==> config.mk <==
export PLATFORM = sky130hd
export DESIGN_NAME = wav_header_parser_sample_extractor
export DESIGN_NICKNAME = d
export VERILOG_FILES = /design/src/rtl/whp_pkg.sv /design/src/rtl/whp_front.sv /design/src/rtl/whp_queue.sv /design/src/rtl/whp_back.sv /design/src/rtl/wav_header_parser_sample_extractor.sv
export SDC_FILE = /design/constraint.sdc
export NUM_CORES = 1
export LEC_CHECK = 0
export ABC_AREA = 1
export BUFFER_PORTS_ARGS = -buffer_cell sky130_fd_sc_hd__buf_2
export CAP_MARGIN = 30
export CORE_ASPECT_RATIO = 1.75
export CORE_MARGIN = 2
export CORE_UTILIZATION = 50
export CTS_CLUSTER_SIZE = 8
export DETAILED_ROUTE_END_ITERATION = 7
export PLACE_DENSITY = 0.69
export SLEW_MARGIN = 20
export SYNTH_ARGS = -nofsm -noshare
export SYNTH_HDL_FRONTEND = slang
export SYNTH_HIERARCHICAL = 1
export SYNTH_SLANG_ARGS = --single-unit
==> constraint.sdc <==
create_clock -name clk_i -period 4.9 [get_ports clk_i]
set_clock_uncertainty 0.1 [all_clocks]
set_input_delay 0.245 -clock clk_i [delete_from_list [all_inputs] [get_ports clk_i]]
set_output_delay 0.245 -clock clk_i [all_outputs]
set_load 0.01 [all_outputs]
==> src/rtl/whp_pkg.sv <==
// Shared types and constants for the WAVE header parser and sample extractor.
`timescale 1ns / 1ps

package whp_pkg;

  // Chunk identifiers as they appear in stream order (first byte in the top octet)
  localparam logic [31:0] ID_RIFF = 32'h5249_4646;
  localparam logic [31:0] ID_WAVE = 32'h5741_5645;
  localparam logic [31:0] ID_FMT  = 32'h666D_7420;
  localparam logic [31:0] ID_DATA = 32'h6461_7461;

  localparam logic [31:0] FMT_BODY_LEN = 32'd16;
  localparam logic [15:0] PCM_TAG      = 16'd1;

  // Default depth of the command queue between front and back
  localparam int unsigned QUEUE_DEPTH = 4;

  typedef enum logic [1:0] {
    KIND_FRAME  = 2'd0,
    KIND_FORMAT = 2'd1,
    KIND_ERROR  = 2'd2
  } kind_e;

  typedef enum logic [2:0] {
    ERR_NONE      = 3'd0,
    ERR_RIFF_ID   = 3'd1,
    ERR_WAVE_ID   = 3'd2,
    ERR_FMT_SIZE  = 3'd3,
    ERR_NOT_PCM   = 3'd4,
    ERR_BITS      = 3'd5,
    ERR_ALIGN     = 3'd6,
    ERR_DATA_SIZE = 3'd7
  } err_e;

  typedef enum logic [1:0] {
    CMD_ERROR    = 2'd0,
    CMD_FMT_END  = 2'd1,
    CMD_DATA_HDR = 2'd2,
    CMD_SAMPLE   = 2'd3
  } cmd_op_e;

  typedef enum logic [2:0] {
    SLOT_NONE = 3'd0,
    SLOT_L_LO = 3'd1,
    SLOT_L_HI = 3'd2,
    SLOT_R_LO = 3'd3,
    SLOT_R_HI = 3'd4
  } slot_e;

  // One classified transaction from front to back
  typedef struct packed {
    cmd_op_e     op;
    err_e        code;
    logic [31:0] size;
    logic [7:0]  data;
    slot_e       slot;
    logic        frame_end;
    logic        last;
  } cmd_t;

  // Fields taken from the fmt chunk
  typedef struct packed {
    logic [15:0] tag;
    logic [15:0] channels;
    logic [31:0] rate;
    logic [15:0] align;
    logic [15:0] bits;
  } fmt_t;

endpackage

==> src/rtl/whp_front.sv <==
// Front end: byte-level RIFF/WAVE walker that classifies each byte into back-end commands.
`timescale 1ns / 1ps

module whp_front import whp_pkg::*; (
  input  logic       clk_i,
  input  logic       rst_ni,
  input  logic       in_valid_i,
  input  logic [7:0] byte_i,
  output logic       in_ready_o,
  input  logic       q_full_i,
  output logic       cmd_push_o,
  output cmd_t       cmd_o,
  output fmt_t       fmt_o
);

  typedef enum logic [3:0] {
    PH_RIFF, PH_WAVE, PH_FMT_HDR, PH_FMT_SKIP, PH_FMT_BODY, PH_FMT_EXTRA,
    PH_DATA_HDR, PH_DATA_SKIP, PH_DATA, PH_DONE, PH_ERR
  } phase_e;

  phase_e      phase_q, phase_d;
  logic [31:0] cnt_q, cnt_d;
  logic [31:0] id_q, id_d;
  logic [31:0] size_q, size_d;
  fmt_t        fmt_q, fmt_d;
  logic [15:0] fidx_q, fidx_d;

  logic        accept;
  logic        hdr_last;
  logic [31:0] hdr_id, hdr_size;
  logic [3:0]  body_idx;
  logic [16:0] fidx_inc;
  logic        frame_end;
  slot_e       slot;

  assign in_ready_o = !q_full_i;
  assign accept     = in_valid_i && in_ready_o;
  assign fmt_o      = fmt_q;

  // Chunk header: four id bytes shifted in, then a little-endian size
  assign hdr_last = (cnt_q == 32'd7);
  assign hdr_id   = (cnt_q < 32'd4) ? {id_q[23:0], byte_i} : id_q;
  assign hdr_size = (cnt_q < 32'd4) ? size_q : {byte_i, size_q[31:8]};
  assign body_idx = cnt_q[3:0];
  assign fidx_inc = {1'b0, fidx_q} + 17'd1;
  assign frame_end = (fidx_inc >= {1'b0, fmt_q.align});

  always_comb begin
    slot = SLOT_NONE;
    if (fmt_q.bits == 16'd8) begin
      unique case (fidx_q)
        16'd0:   slot = SLOT_L_LO;
        16'd1:   slot = SLOT_R_LO;
        default: slot = SLOT_NONE;
      endcase
    end else begin
      unique case (fidx_q)
        16'd0:   slot = SLOT_L_LO;
        16'd1:   slot = SLOT_L_HI;
        16'd2:   slot = SLOT_R_LO;
        16'd3:   slot = SLOT_R_HI;
        default: slot = SLOT_NONE;
      endcase
    end
  end

  always_comb begin
    phase_d    = phase_q;
    cnt_d      = cnt_q;
    id_d       = id_q;
    size_d     = size_q;
    fmt_d      = fmt_q;
    fidx_d     = fidx_q;
    cmd_push_o = 1'b0;
    cmd_o      = '0;
    if (accept) begin
      unique case (phase_q)
        PH_RIFF: begin
          id_d   = hdr_id;
          size_d = hdr_size;
          cnt_d  = cnt_q + 32'd1;
          if (hdr_last) begin
            cnt_d = '0;
            if (hdr_id != ID_RIFF) begin
              cmd_push_o = 1'b1;
              cmd_o.op   = CMD_ERROR;
              cmd_o.code = ERR_RIFF_ID;
              phase_d    = PH_ERR;
            end else begin
              phase_d = PH_WAVE;
            end
          end
        end
        PH_WAVE: begin
          id_d  = {id_q[23:0], byte_i};
          cnt_d = cnt_q + 32'd1;
          if (cnt_q == 32'd3) begin
            cnt_d = '0;
            if ({id_q[23:0], byte_i} != ID_WAVE) begin
              cmd_push_o = 1'b1;
              cmd_o.op   = CMD_ERROR;
              cmd_o.code = ERR_WAVE_ID;
              phase_d    = PH_ERR;
            end else begin
              phase_d = PH_FMT_HDR;
            end
          end
        end
        PH_FMT_HDR, PH_DATA_HDR: begin
          id_d   = hdr_id;
          size_d = hdr_size;
          cnt_d  = cnt_q + 32'd1;
          if (hdr_last) begin
            cnt_d = '0;
            if (phase_q == PH_FMT_HDR && hdr_id == ID_FMT) begin
              if (hdr_size < FMT_BODY_LEN) begin
                cmd_push_o = 1'b1;
                cmd_o.op   = CMD_ERROR;
                cmd_o.code = ERR_FMT_SIZE;
                phase_d    = PH_ERR;
              end else begin
                phase_d = PH_FMT_BODY;
              end
            end else if (phase_q == PH_DATA_HDR && hdr_id == ID_DATA) begin
              // size check against the alignment is left to the back end
              cmd_push_o = 1'b1;
              cmd_o.op   = CMD_DATA_HDR;
              cmd_o.size = hdr_size;
              if (hdr_size == '0) begin
                phase_d = PH_DONE;
              end else begin
                cnt_d   = hdr_size;
                fidx_d  = '0;
                phase_d = PH_DATA;
              end
            end else if (hdr_size != '0) begin
              cnt_d   = hdr_size;
              phase_d = (phase_q == PH_FMT_HDR) ? PH_FMT_SKIP : PH_DATA_SKIP;
            end
          end
        end
        PH_FMT_SKIP, PH_DATA_SKIP, PH_FMT_EXTRA: begin
          cnt_d = cnt_q - 32'd1;
          if (cnt_q == 32'd1) begin
            phase_d = (phase_q == PH_FMT_SKIP) ? PH_FMT_HDR : PH_DATA_HDR;
          end
        end
        PH_FMT_BODY: begin
          unique case (body_idx) inside
            4'd0:          fmt_d.tag = {8'h00, byte_i};
            4'd1:          fmt_d.tag[15:8] = byte_i;
            4'd2:          fmt_d.channels = {8'h00, byte_i};
            4'd3:          fmt_d.channels[15:8] = byte_i;
            [4'd4:4'd7]:   fmt_d.rate = {byte_i, fmt_q.rate[31:8]};
            4'd12:         fmt_d.align = {8'h00, byte_i};
            4'd13:         fmt_d.align[15:8] = byte_i;
            4'd14:         fmt_d.bits = {8'h00, byte_i};
            4'd15:         fmt_d.bits[15:8] = byte_i;
            default:       ;
          endcase
          cnt_d = cnt_q + 32'd1;
          if (body_idx == 4'd15) begin
            // checks run in the back end; a failure there freezes it
            cmd_push_o = 1'b1;
            cmd_o.op   = CMD_FMT_END;
            if (size_q > FMT_BODY_LEN) begin
              cnt_d   = size_q - FMT_BODY_LEN;
              phase_d = PH_FMT_EXTRA;
            end else begin
              cnt_d   = '0;
              phase_d = PH_DATA_HDR;
            end
          end
        end
        PH_DATA: begin
          cnt_d  = cnt_q - 32'd1;
          fidx_d = frame_end ? 16'd0 : fidx_inc[15:0];
          if (slot != SLOT_NONE || frame_end) begin
            cmd_push_o      = 1'b1;
            cmd_o.op        = CMD_SAMPLE;
            cmd_o.data      = byte_i;
            cmd_o.slot      = slot;
            cmd_o.frame_end = frame_end;
            cmd_o.last      = frame_end && (cnt_q == 32'd1);
          end
          if (frame_end && cnt_q == 32'd1) begin
            phase_d = PH_DONE;
          end
        end
        PH_DONE, PH_ERR: ;
        default: ;
      endcase
    end
  end

  always_ff @(posedge clk_i or negedge rst_ni) begin
    if (!rst_ni) begin
      phase_q <= PH_RIFF;
      cnt_q   <= '0;
      id_q    <= '0;
      size_q  <= '0;
      fmt_q   <= '0;
      fidx_q  <= '0;
    end else begin
      phase_q <= phase_d;
      cnt_q   <= cnt_d;
      id_q    <= id_d;
      size_q  <= size_d;
      fmt_q   <= fmt_d;
      fidx_q  <= fidx_d;
    end
  end

endmodule

==> src/rtl/whp_queue.sv <==
// Small register FIFO carrying commands from the front end to the back end.
`timescale 1ns / 1ps

module whp_queue import whp_pkg::*; #(
  parameter int unsigned Depth = QUEUE_DEPTH
) (
  input  logic clk_i,
  input  logic rst_ni,
  input  logic push_i,
  input  cmd_t data_i,
  input  logic pop_i,
  output cmd_t data_o,
  output logic full_o,
  output logic empty_o
);

  localparam int unsigned PtrW = (Depth > 1) ? $clog2(Depth) : 1;
  localparam int unsigned CntW = $clog2(Depth + 1);

  cmd_t            mem_q [Depth];
  logic [PtrW-1:0] wr_ptr_q, rd_ptr_q;
  logic [CntW-1:0] count_q;

  assign full_o  = (count_q == CntW'(Depth));
  assign empty_o = (count_q == '0);
  assign data_o  = mem_q[rd_ptr_q];

  always_ff @(posedge clk_i) begin
    if (push_i) begin
      mem_q[wr_ptr_q] <= data_i;
    end
  end

  always_ff @(posedge clk_i or negedge rst_ni) begin
    if (!rst_ni) begin
      wr_ptr_q <= '0;
      rd_ptr_q <= '0;
      count_q  <= '0;
    end else begin
      if (push_i) begin
        wr_ptr_q <= (wr_ptr_q == PtrW'(Depth - 1)) ? '0 : wr_ptr_q + 1'b1;
      end
      if (pop_i) begin
        rd_ptr_q <= (rd_ptr_q == PtrW'(Depth - 1)) ? '0 : rd_ptr_q + 1'b1;
      end
      if (push_i && !pop_i) begin
        count_q <= count_q + 1'b1;
      end else if (pop_i && !push_i) begin
        count_q <= count_q - 1'b1;
      end
    end
  end

  assert property (@(posedge clk_i) disable iff (!rst_ni) push_i |-> !full_o)
    else $error("push into full command queue");
  assert property (@(posedge clk_i) disable iff (!rst_ni) pop_i |-> !empty_o)
    else $error("pop from empty command queue");
  assert property (@(posedge clk_i) disable iff (!rst_ni) count_q <= CntW'(Depth))
    else $error("command queue count beyond depth");

endmodule

==> src/rtl/whp_back.sv <==
// Back end: fmt checks, data-size remainder unit, frame assembly and result register.
`timescale 1ns / 1ps

module whp_back import whp_pkg::*; (
  input  logic               clk_i,
  input  logic               rst_ni,
  input  cmd_t               cmd_i,
  input  logic               q_empty_i,
  output logic               pop_o,
  input  fmt_t               fmt_i,
  output logic               out_valid_o,
  input  logic               out_ready_i,
  output logic [1:0]         kind_o,
  output logic [2:0]         error_code_o,
  output logic [15:0]        channel_count_o,
  output logic [4:0]         sample_bits_o,
  output logic [31:0]        sample_rate_o,
  output logic signed [15:0] left_sample_o,
  output logic signed [15:0] right_sample_o,
  output logic               last_frame_o
);

  typedef enum logic [1:0] {B_RUN, B_DIV, B_CHK, B_ERR} bstate_e;

  bstate_e     state_q, state_d;
  logic [4:0]  div_cnt_q, div_cnt_d;
  logic [15:0] rem_q, rem_d;
  logic [31:0] dvd_q, dvd_d;
  logic [15:0] lacc_q, lacc_d, racc_q, racc_d;
  logic        out_valid_q, out_valid_d;

  kind_e       kind_q;
  err_e        err_q;
  logic [15:0] ch_q;
  logic [4:0]  bits_q;
  logic [31:0] rate_q;
  logic [15:0] left_q, right_q;
  logic        last_q;

  logic        slot_free;
  logic        emit;
  kind_e       e_kind;
  err_e        e_err;
  logic        e_fmt;
  logic [15:0] e_left, e_right;
  logic        e_last;
  logic [16:0] trial;
  logic [15:0] lnext, rnext;
  logic        align_ok;

  assign slot_free = !out_valid_q || out_ready_i;
  assign trial     = {rem_q, dvd_q[31]};

  // align * 8 == channels * bits, with bits already known to be 8 or 16
  assign align_ok = (fmt_i.align != '0) &&
                    ((fmt_i.bits == 16'd8) ? (fmt_i.align == fmt_i.channels)
                                           : ({1'b0, fmt_i.align} == {fmt_i.channels, 1'b0}));

  always_comb begin
    lnext = lacc_q;
    rnext = racc_q;
    case (cmd_i.slot)
      SLOT_L_LO: lnext = {8'h00, cmd_i.data};
      SLOT_L_HI: lnext = {cmd_i.data, lacc_q[7:0]};
      SLOT_R_LO: rnext = {8'h00, cmd_i.data};
      SLOT_R_HI: rnext = {cmd_i.data, racc_q[7:0]};
      default:   ;
    endcase
  end

  always_comb begin
    state_d     = state_q;
    div_cnt_d   = div_cnt_q;
    rem_d       = rem_q;
    dvd_d       = dvd_q;
    lacc_d      = lacc_q;
    racc_d      = racc_q;
    pop_o       = 1'b0;
    emit        = 1'b0;
    e_kind      = KIND_ERROR;
    e_err       = ERR_NONE;
    e_fmt       = 1'b0;
    e_left      = '0;
    e_right     = '0;
    e_last      = 1'b0;
    unique case (state_q)
      B_RUN: begin
        if (!q_empty_i && slot_free) begin
          pop_o = 1'b1;
          unique case (cmd_i.op)
            CMD_ERROR: begin
              emit    = 1'b1;
              e_err   = cmd_i.code;
              state_d = B_ERR;
            end
            CMD_FMT_END: begin
              emit = 1'b1;
              if (fmt_i.tag != PCM_TAG) begin
                e_err   = ERR_NOT_PCM;
                state_d = B_ERR;
              end else if (fmt_i.bits != 16'd8 && fmt_i.bits != 16'd16) begin
                e_err   = ERR_BITS;
                state_d = B_ERR;
              end else if (!align_ok) begin
                e_err   = ERR_ALIGN;
                state_d = B_ERR;
              end else begin
                e_kind = KIND_FORMAT;
                e_fmt  = 1'b1;
              end
            end
            CMD_DATA_HDR: begin
              dvd_d     = cmd_i.size;
              rem_d     = '0;
              div_cnt_d = '0;
              lacc_d    = '0;
              racc_d    = '0;
              state_d   = B_DIV;
            end
            CMD_SAMPLE: begin
              if (cmd_i.frame_end) begin
                emit    = 1'b1;
                e_kind  = KIND_FRAME;
                e_fmt   = 1'b1;
                e_left  = lnext;
                e_right = rnext;
                e_last  = cmd_i.last;
                lacc_d  = '0;
                racc_d  = '0;
              end else begin
                lacc_d = lnext;
                racc_d = rnext;
              end
            end
            default: ;
          endcase
        end
      end
      B_DIV: begin
        // restoring remainder, one dividend bit per cycle
        rem_d     = (trial >= {1'b0, fmt_i.align}) ? 16'(trial - {1'b0, fmt_i.align})
                                                  : trial[15:0];
        dvd_d     = {dvd_q[30:0], 1'b0};
        div_cnt_d = div_cnt_q + 5'd1;
        if (div_cnt_q == 5'd31) begin
          state_d = B_CHK;
        end
      end
      B_CHK: begin
        if (rem_q == '0) begin
          state_d = B_RUN;
        end else if (slot_free) begin
          emit    = 1'b1;
          e_err   = ERR_DATA_SIZE;
          state_d = B_ERR;
        end
      end
      B_ERR: begin
        pop_o = !q_empty_i;
      end
      default: ;
    endcase
    out_valid_d = emit ? 1'b1 : (out_valid_q && !out_ready_i);
  end

  always_ff @(posedge clk_i or negedge rst_ni) begin
    if (!rst_ni) begin
      state_q     <= B_RUN;
      div_cnt_q   <= '0;
      rem_q       <= '0;
      dvd_q       <= '0;
      lacc_q      <= '0;
      racc_q      <= '0;
      out_valid_q <= 1'b0;
      kind_q      <= KIND_FRAME;
      err_q       <= ERR_NONE;
      ch_q        <= '0;
      bits_q      <= '0;
      rate_q      <= '0;
      left_q      <= '0;
      right_q     <= '0;
      last_q      <= 1'b0;
    end else begin
      state_q     <= state_d;
      div_cnt_q   <= div_cnt_d;
      rem_q       <= rem_d;
      dvd_q       <= dvd_d;
      lacc_q      <= lacc_d;
      racc_q      <= racc_d;
      out_valid_q <= out_valid_d;
      if (emit) begin
        kind_q  <= e_kind;
        err_q   <= e_err;
        ch_q    <= e_fmt ? fmt_i.channels : 16'd0;
        bits_q  <= e_fmt ? fmt_i.bits[4:0] : 5'd0;
        rate_q  <= e_fmt ? fmt_i.rate : 32'd0;
        left_q  <= e_left;
        right_q <= e_right;
        last_q  <= e_last;
      end
    end
  end

  assign out_valid_o     = out_valid_q;
  assign kind_o          = kind_q;
  assign error_code_o    = err_q;
  assign channel_count_o = ch_q;
  assign sample_bits_o   = bits_q;
  assign sample_rate_o   = rate_q;
  assign left_sample_o   = left_q;
  assign right_sample_o  = right_q;
  assign last_frame_o    = last_q;

  assert property (@(posedge clk_i) disable iff (!rst_ni)
    (state_q == B_ERR) |=> (state_q == B_ERR))
    else $error("error state left before reset");
  assert property (@(posedge clk_i) disable iff (!rst_ni)
    (state_q == B_DIV || state_q == B_CHK) |-> !pop_o)
    else $error("command popped while the remainder unit is busy");
  assert property (@(posedge clk_i) disable iff (!rst_ni)
    (out_valid_q && kind_q == KIND_ERROR) |->
      (ch_q == '0 && rate_q == '0 && left_q == '0 && right_q == '0 && !last_q))
    else $error("error result carries non-zero fields");

endmodule

==> src/rtl/wav_header_parser_sample_extractor.sv <==
// Top level of the RIFF WAVE PCM header parser and sample-frame extractor.
`timescale 1ns / 1ps

// Takes a WAVE file one byte per transaction on the input channel, checks the
// RIFF and WAVE ids, walks chunks to "fmt ", checks PCM / 8 or 16 bits /
// alignment, then walks to "data" and gives one result per sample frame with
// the first two channels (8-bit raw, 16-bit signed). A format-accepted result
// precedes the frames; any error is reported once and the block then swallows
// every further byte until reset. Odd chunk sizes are not padded.
// Rate: the front end takes one byte per cycle while its command queue has
// room, and the back end retires one command per cycle when the result
// register is free. On the data chunk header the back end first works out
// the size-versus-alignment remainder (one dividend bit per cycle); bytes
// keep arriving into the queue meanwhile and the input stalls once it fills.
// A result register sits between back end and output, so a pending result
// does not stop input bytes being taken until the queue has filled.

module wav_header_parser_sample_extractor import whp_pkg::*; #(
  parameter int unsigned QueueDepth = QUEUE_DEPTH
) (
  input  logic               clk_i,
  input  logic               rst_ni,
  input  logic               in_valid_i,
  output logic               in_ready_o,
  input  logic [7:0]         byte_in_i,
  output logic               out_valid_o,
  input  logic               out_ready_i,
  output logic [1:0]         kind_o,
  output logic [2:0]         error_code_o,
  output logic [15:0]        channel_count_o,
  output logic [4:0]         sample_bits_o,
  output logic [31:0]        sample_rate_o,
  output logic signed [15:0] left_sample_o,
  output logic signed [15:0] right_sample_o,
  output logic               last_frame_o
);

  cmd_t push_cmd, head_cmd;
  logic push, pop, q_full, q_empty;
  fmt_t fmt;

  // front: byte walker and classifier
  whp_front u_front (
    .clk_i      (clk_i),
    .rst_ni     (rst_ni),
    .in_valid_i (in_valid_i),
    .byte_i     (byte_in_i),
    .in_ready_o (in_ready_o),
    .q_full_i   (q_full),
    .cmd_push_o (push),
    .cmd_o      (push_cmd),
    .fmt_o      (fmt)
  );

  // decoupling queue
  whp_queue #(
    .Depth (QueueDepth)
  ) u_queue (
    .clk_i   (clk_i),
    .rst_ni  (rst_ni),
    .push_i  (push),
    .data_i  (push_cmd),
    .pop_i   (pop),
    .data_o  (head_cmd),
    .full_o  (q_full),
    .empty_o (q_empty)
  );

  // back: checks, remainder unit, frame assembly, result register
  whp_back u_back (
    .clk_i           (clk_i),
    .rst_ni          (rst_ni),
    .cmd_i           (head_cmd),
    .q_empty_i       (q_empty),
    .pop_o           (pop),
    .fmt_i           (fmt),
    .out_valid_o     (out_valid_o),
    .out_ready_i     (out_ready_i),
    .kind_o          (kind_o),
    .error_code_o    (error_code_o),
    .channel_count_o (channel_count_o),
    .sample_bits_o   (sample_bits_o),
    .sample_rate_o   (sample_rate_o),
    .left_sample_o   (left_sample_o),
    .right_sample_o  (right_sample_o),
    .last_frame_o    (last_frame_o)
  );

endmodule
==> impl_metrics.toml, run 1 <==
[global_route]
gr-usage-met1 = 0.317
busiest_layer = "met2"
antenna_found_initial = 2
grt_pass1_wl_mm = 156
grt_max_degree = 130
track_usage = 0.286
grt.met3_usage = 0.0349
grt_overflow = 0
grt_pass1_vias = 28300
grt_util_met2 = 0.521

[drt]
num_vias = 29200
drt_wl_total_mm = 99.6
drc = 0
firstDrtPassIters = 8
drt_iter0_drc = 1901
antenna_left = 0
wire_per_inst_um = 18.8
via_per_inst = 5.51

[clocking]
post_cts_buffers = 0
htree_levels = 3
insertion_delay_ns = 0.64
cts_buffer_depth = 3
cts_root_buf = "clkbuf_16"
tritoncts = "built"
cts.sinks = 598
path_clk_slew_ns = 0.05
cts_buffers = 84

[flow_run]
maxCapViolCount = 0

[die]
row_count = 125
core_area_um2 = 66500
die_x_um = 200
fp.dieArea_um2 = 69500
initial_core_util = 0.506
pin_count = 105
die_height_um = 347

[logic_synthesis]
synth-edff-count = 200
yosys.area.top_type_share = 0.296
ys_seq_area_frac = 0.474
synthTopCellsByArea = "dfrtp_1 30%, edfxtp_1 18%, nand2_1 15%, inv_1 5.2%, o21ai_0 5.1%"
synth_ff_type = "dfrtp_1"
synth_common_cells = "1342 x nand2_1, 464 x inv_1, 398 x dfrtp_1, 373 x nor2_1, 346 x o21ai_0"
syn-num-nets = 4356
yosys_warnings = 6
synth.most_common_cell = "nand2_1"
synth_async_sr_flop_share = 0.666
yosysUniqueCellTypes = 62
synth-seq-cells = 598
synth_area_leader_cell = "dfrtp_1"
syn_inst = 4287
synth.avg_cell_area_um2 = 7.85
syn_area_um2 = 33700

[place]
dp_hpwl_mm = 71.8
gp_congestion = 0.984
io_buffers = 104

[cells_and_area]
syn_to_final_growth_pct = 11.3
area.sequential_um2 = 16000
drive_gt1_frac = 0.0907
multi_input_area_um2 = 14800
layout.nets = 4440
fillers = 6132

[power]
ir_drop_uv = 299
leakage_uw = 0.0175
power.density_nw_per_um2 = 554

[sta]
final.period_utilization = 0.932
setup_viol = 0
slew-limit-headroom = 0.370
period_needed_ns = 4.57
holdWs_ns = 0.0284
fmax_mhz = 219
worst_pin_slew_ns = 0.945
finalMaxSlewViolations = 0
hold_viol = 0
setup_tns_ns = 0
rsz0062_at_grt = "no"

[critical_path]
worstPathArrival_ns = 4.97
cp_top_family = "simple AND/OR/NAND/NOR gates"
critPathLaunchType = "flop"
crit_path_frequent_cell = "nand2_1"
cp_cell_sequence = "nor2_4 > nand2_2 > nor2_4 > nand2_4 > nor2_8 > buf_4 > o21ai_0 > nor2_1 > nand2_1 > nor2_1 > nand2_1 > nand2_1 > nand4_1 > a21oi_2 > ha_1 > inv_1 > fa_1 > nand2_1 > nand3_1 > nand2_1 > nand2_1"
max_stage_delay_ns = 0.55
critPathBufInv = 2
worstSetupEndpointType = "flop"
criticalPathCategory = "flop to flop"
rrSetupSlack_ns = 0.33
cp_max_fo = 54
cp_slowest_cell = "nor2_8"
critPathRequiredTime_ns = 5.31

[outcome]
status = "finished clean"

[min_path]
hold_path_class = "primary input to flop"
-- flip-flops by register name, indices dropped and copies added (netlist names), 2 cells and up --
signal	count
u_back/channel_count_o	16
u_back/div_cnt_q	5
u_back/dvd_q	32
u_back/error_code_o	3
u_back/kind_o	2
u_back/lacc_q	16
u_back/left_sample_o	16
u_back/racc_q	16
u_back/rem_q	16
u_back/right_sample_o	16
u_back/sample_bits_o	5
u_back/sample_rate_o	32
u_back/state_q	2
u_front/cnt_q	32
u_front/fidx_q	16
u_front/fmt_o	96
u_front/id_q	32
u_front/phase_q	4
u_front/size_q	32
u_queue/count_q	3
u_queue/mem_q	200
u_queue/rd_ptr_q	2
u_queue/wr_ptr_q	2
-- final timing paths --
kind                                   start                       end  cells past startpoint
setup / recovery           u_front/cnt_q[14]        u_queue/count_q[2]                     21
hold / removal                  byte_in_i[5]           u_front/id_q[5]                      3
setup reg to reg           u_front/cnt_q[14]        u_queue/count_q[2]                     21
hold reg to reg            u_front/fmt_o[55]  u_back/sample_rate_o[23]                      2
max in group asynchronous             rst_ni          u_front/id_q[26]                      3
min in group asynchronous             rst_ni   u_back/left_sample_o[6]                      2
-- worst reg2reg max path: stages, from the launching register on --
cell and delay, ns:
dfrtp_1 0.46, nor2_4 0.21, nand2_2 0.10, nor2_4 0.17, nand2_4 0.11, nor2_8 0.55
buf_4 0.46, o21ai_0 0.18, nor2_1 0.14, nand2_1 0.09, nor2_1 0.10, nand2_1 0.21
nand2_1 0.18, nand4_1 0.21, a21oi_2 0.26, ha_1 0.20, inv_1 0.07, fa_1 0.38
nand2_1 0.11, nand3_1 0.08, nand2_1 0.06, nand2_1 0.04
-- cells in the final DEF (no fill, tap or decap), drive strengths merged, types with 4 or more instances in the layout --
cell,n
a21oi,122
o22ai,62
a211oi,7
mux2,8
nand3,183
nor4,30
dlygate4sd3,7
a31oi,37
edfxtp,200
nor3,54
o21ai,387
ha,55
a21o,4
o211ai,116
nand3b,6
nand4,61
inv,474
xnor2,13
a311oi,6
nor2,424
buf,193
clkinv,5
xor2,49
or2,7
dfrtp,398
clkbuf,120
nand2,1356
-- logic make-up after synthesis --
group | share of synthesized area
compound gates | 0.131
buf+inv | 0.0880
mux | 0.00268
fa+ha+maj | 0.0216
flops | 0.474
xor+xnor | 0.0161
other cells | 0.000111
simple gates | 0.266
-- where the power goes --
part	internal, uW	switching, uW
Clock	3180	2100
Combinational	2610	5890
Sequential	6100	874
-- layout make-up --
type / instances / area share
flip-flops and latches: 598 / 0.426
multi-input cells: 3012 / 0.394
inverters: 475 / 0.0478
diodes: 1 / 0.0000668
well taps: 889 / 0.0297
repair buffers: 200 / 0.0393
clock buffers: 120 / 0.0609
clock inverters: 4 / 0.00150
-- repair_timing --
| item | 4_1_cts | 5_1_grt |
|---|---|---|
| gates resized for setup | 0 | 4 |
| endpoints found under the hold margin | 96 | 0 |
| setup endpoints to repair | 0 | 110 |
| hold buffers | 7 | 0 |
-- stage by stage --
stage / area, um^2 / cells / power [uW] / utilization / worst slack [ns]
after floorplan: 33700 / 4287 / 13000 / - / 0.148
after global placement: 34900 / 5161 / 15300 / 0.525 / 0.433
after CTS: 37400 / 5296 / 20800 / 0.563 / 0.327
final: 37400 / 5299 / 20800 / 0.563 / 0.334
after detailed placement: 35000 / 5165 / 15400 / 0.526 / 0.368
after global routing: 37400 / 5298 / 22200 / 0.563 / 0.0512
-- metal layers --
| metal | vias up | part of all wire |
|---|---|---|
| li1 | 14200 | - |
| met1 | 13700 | 0.38 |
| met2 | 904 | 0.51 |
| met3 | 296 | 0.044 |
| met4 | 2 | 0.063 |
| met5 | - | 0.00013 |
(Power assumes the default switching activity.)
==> run 2: changes to the inputs <==
- CTS_BUF_LIST: unset -> sky130_fd_sc_hd__clkbuf_4
- GPL_ROUTABILITY_DRIVEN: unset -> 0
==> run 2 against run 1 <==
Against the previous run: utilization shrank 0.81 points; non-clock buffer count fell by 7; setup slack better by 0.028 ns; register-to-register slack better by 0.03 ns; sequential power is essentially flat; highest routed layer is now met4; sequential share of layout area grew 0.62 points; critical path depth decreased by 1; routed wire length shrank 1.6%; largest power group unchanged; combinational power is 1% lower; maximum frequency up 0.61%; hold slack better by 0.083 ns.
==> impl_metrics.toml, run 2 (synthesis gave the netlist of run 1 again) <==
[clocking]
cts_root_buf = "clkbuf_4"
htree_levels = 4
cts_resized = 0
cts.sinks = 598
cts_buffer_depth = 3
insertion_delay_ns = 0.97
tritoncts = "built"
cts_buffers = 139
path_clk_slew_ns = 0.07
post_cts_buffers = 0

[drt]
firstDrtPassIters = 7
drt_iter0_drc = 2197
via_per_inst = 5.50
drc = 0
drt_wl_total_mm = 97.9
num_vias = 29800
wire_per_inst_um = 18.1
antenna_left = 0

[min_path]
hold_path_class = "primary input to flop"

[place]
io_buffers = 104
dp_hpwl_mm = 69.1

[sta]
rsz0062_at_grt = "no"
hold_viol = 0
final.period_utilization = 0.926
setup_tns_ns = 0
period_needed_ns = 4.54
slew-limit-headroom = 0.361
fmax_mhz = 220
finalMaxSlewViolations = 0
setup_viol = 0
worst_pin_slew_ns = 0.959
holdWs_ns = 0.112

[global_route]
grt_pass1_wl_mm = 154
track_usage = 0.281
grt_max_degree = 128
grt_pass1_vias = 28800
grt_overflow = 0
antenna_found_initial = 3

[die]
die_x_um = 200
core_area_um2 = 66500
initial_core_util = 0.506
pin_count = 105
row_count = 125
die_height_um = 347
fp.dieArea_um2 = 69500

[critical_path]
critPathBufInv = 4
cp_slowest_cell = "dfrtp_1"
criticalPathCategory = "flop to flop"
worstSetupEndpointType = "flop"
critPathRequiredTime_ns = 5.33
worstPathArrival_ns = 4.97
max_stage_delay_ns = 0.49
cp_max_fo = 26
cp_cell_sequence = "nor2_4 > nand2_2 > nor2_4 > nand2_4 > nor2_8 > buf_4 > nand2_1 > nand2_1 > nand2_1 > nor2_1 > nand2_1 > nor2_2 > nand2_1 > nand2_1 > nand4_1 > a21oi_1 > buf_4 > nand2_1 > inv_2 > buf_4"
cp_top_family = "simple AND/OR/NAND/NOR gates"
crit_path_frequent_cell = "nand2_1"
critPathLaunchType = "flop"

[flow_run]
maxCapViolCount = 0

[cells_and_area]
top_register = "u_queue/mem_q"
syn_to_final_growth_pct = 9.66
drive_gt1_frac = 0.115
fillers = 6305
layout.nets = 4489
mostFrequentLayoutCells = "1341 x nand2_1, 459 x inv_1, 397 x dfrtp_1, 373 x nor2_1, 346 x o21ai_0"
largest_register_ffs = 200
layout.cells.most_common = "nand2_1"

[power]
ir_drop_uv = 270
leakage_uw = 0.0174
power_uw = 19600
power.density_nw_per_um2 = 530

[outcome]
status = "finished clean"
[run 2: cell types whose count changed in the layout (fill, tap and decap cells not counted), moves of 6 or more]
cell / change
buf_4: -9
bufinv_16: +6
clkbuf_1: -34
clkbuf_16: -86
clkbuf_4: +193
clkinv_1: +19
clkinv_2: +10
[run 2: worst reg2reg max path, stage by stage, from the launching register on]
cell     delay, ns
dfrtp_1       0.49
nor2_4        0.19
nand2_2       0.10
nor2_4        0.14
nand2_4       0.16
nor2_8        0.42
buf_4         0.29
nand2_1       0.06
nand2_1       0.08
nand2_1       0.08
nor2_1        0.10
nand2_1       0.07
nor2_2        0.20
nand2_1       0.25
nand2_1       0.19
nand4_1       0.18
a21oi_1       0.29
buf_4         0.21
nand2_1       0.07
inv_2         0.05
buf_4         0.36
[run 2: final timing paths]
kind / from / end / slack (ns) / depth (start not counted)
max: u_front/cnt_q[17] / u_queue/mem_q[3][10] / 0.36 / 20
max in group asynchronous: rst_ni / u_front/fidx_q[12] / 3.50 / 4
max reg2reg: u_front/cnt_q[17] / u_queue/mem_q[3][10] / 0.36 / 20
min reg2reg: u_front/fmt_o[52] / u_back/sample_rate_o[20] / 0.36 / 2
min: out_ready_i / u_back/out_valid_o / 0.11 / 5
min in group asynchronous: rst_ni / u_front/cnt_q[21] / 0.44 / 4
[run 2: layout make-up]
type / count / area, um^2 / area share
antenna: 4 / 10.0 / 0.000271
multi-input combinational: 3013 / 14800 / 0.400
clock inverter: 49 / 410 / 0.0111
clock buffer: 193 / 1450 / 0.0393
tap: 889 / 1110 / 0.0301
timing repair buffer: 193 / 1410 / 0.0381
sequential: 598 / 16000 / 0.433
inverter: 475 / 1790 / 0.0484
[run 2: where the power goes]
| group | switching [uW] | internal [uW] |
|---|---|---|
| clock | 2020 | 2170 |
| combinational | 5870 | 2540 |
| sequential | 876 | 6090 |
[run 2: repair_timing]
item,4_1_cts,5_1_grt
hold buffers,13,0
endpoints found under the setup margin,0,1
hold endpoints to repair,478,0
[run 2: stage by stage]
stage          setup WS [ns]  std cells  instance area [um^2]   util
6_report               0.362       5414                 36900  0.555
5_1_grt               0.0473       5412                 36900  0.555
4_1_cts                0.344       5405                 36800  0.554
3_5_place_dp           0.454       5150                 34800  0.524
3_3_place_gp           0.488       5148                 34800  0.523
2_1_floorplan          0.148       4287                 33700      -
[run 2: metal layers]
metal  wire, um  track usage  up-vias
met3       5670       0.0467      389
met1      35500        0.301    13800
met4       7280        0.201        0
met2      49500        0.502     1148
met5          0            0        -
li1           -            -    14500
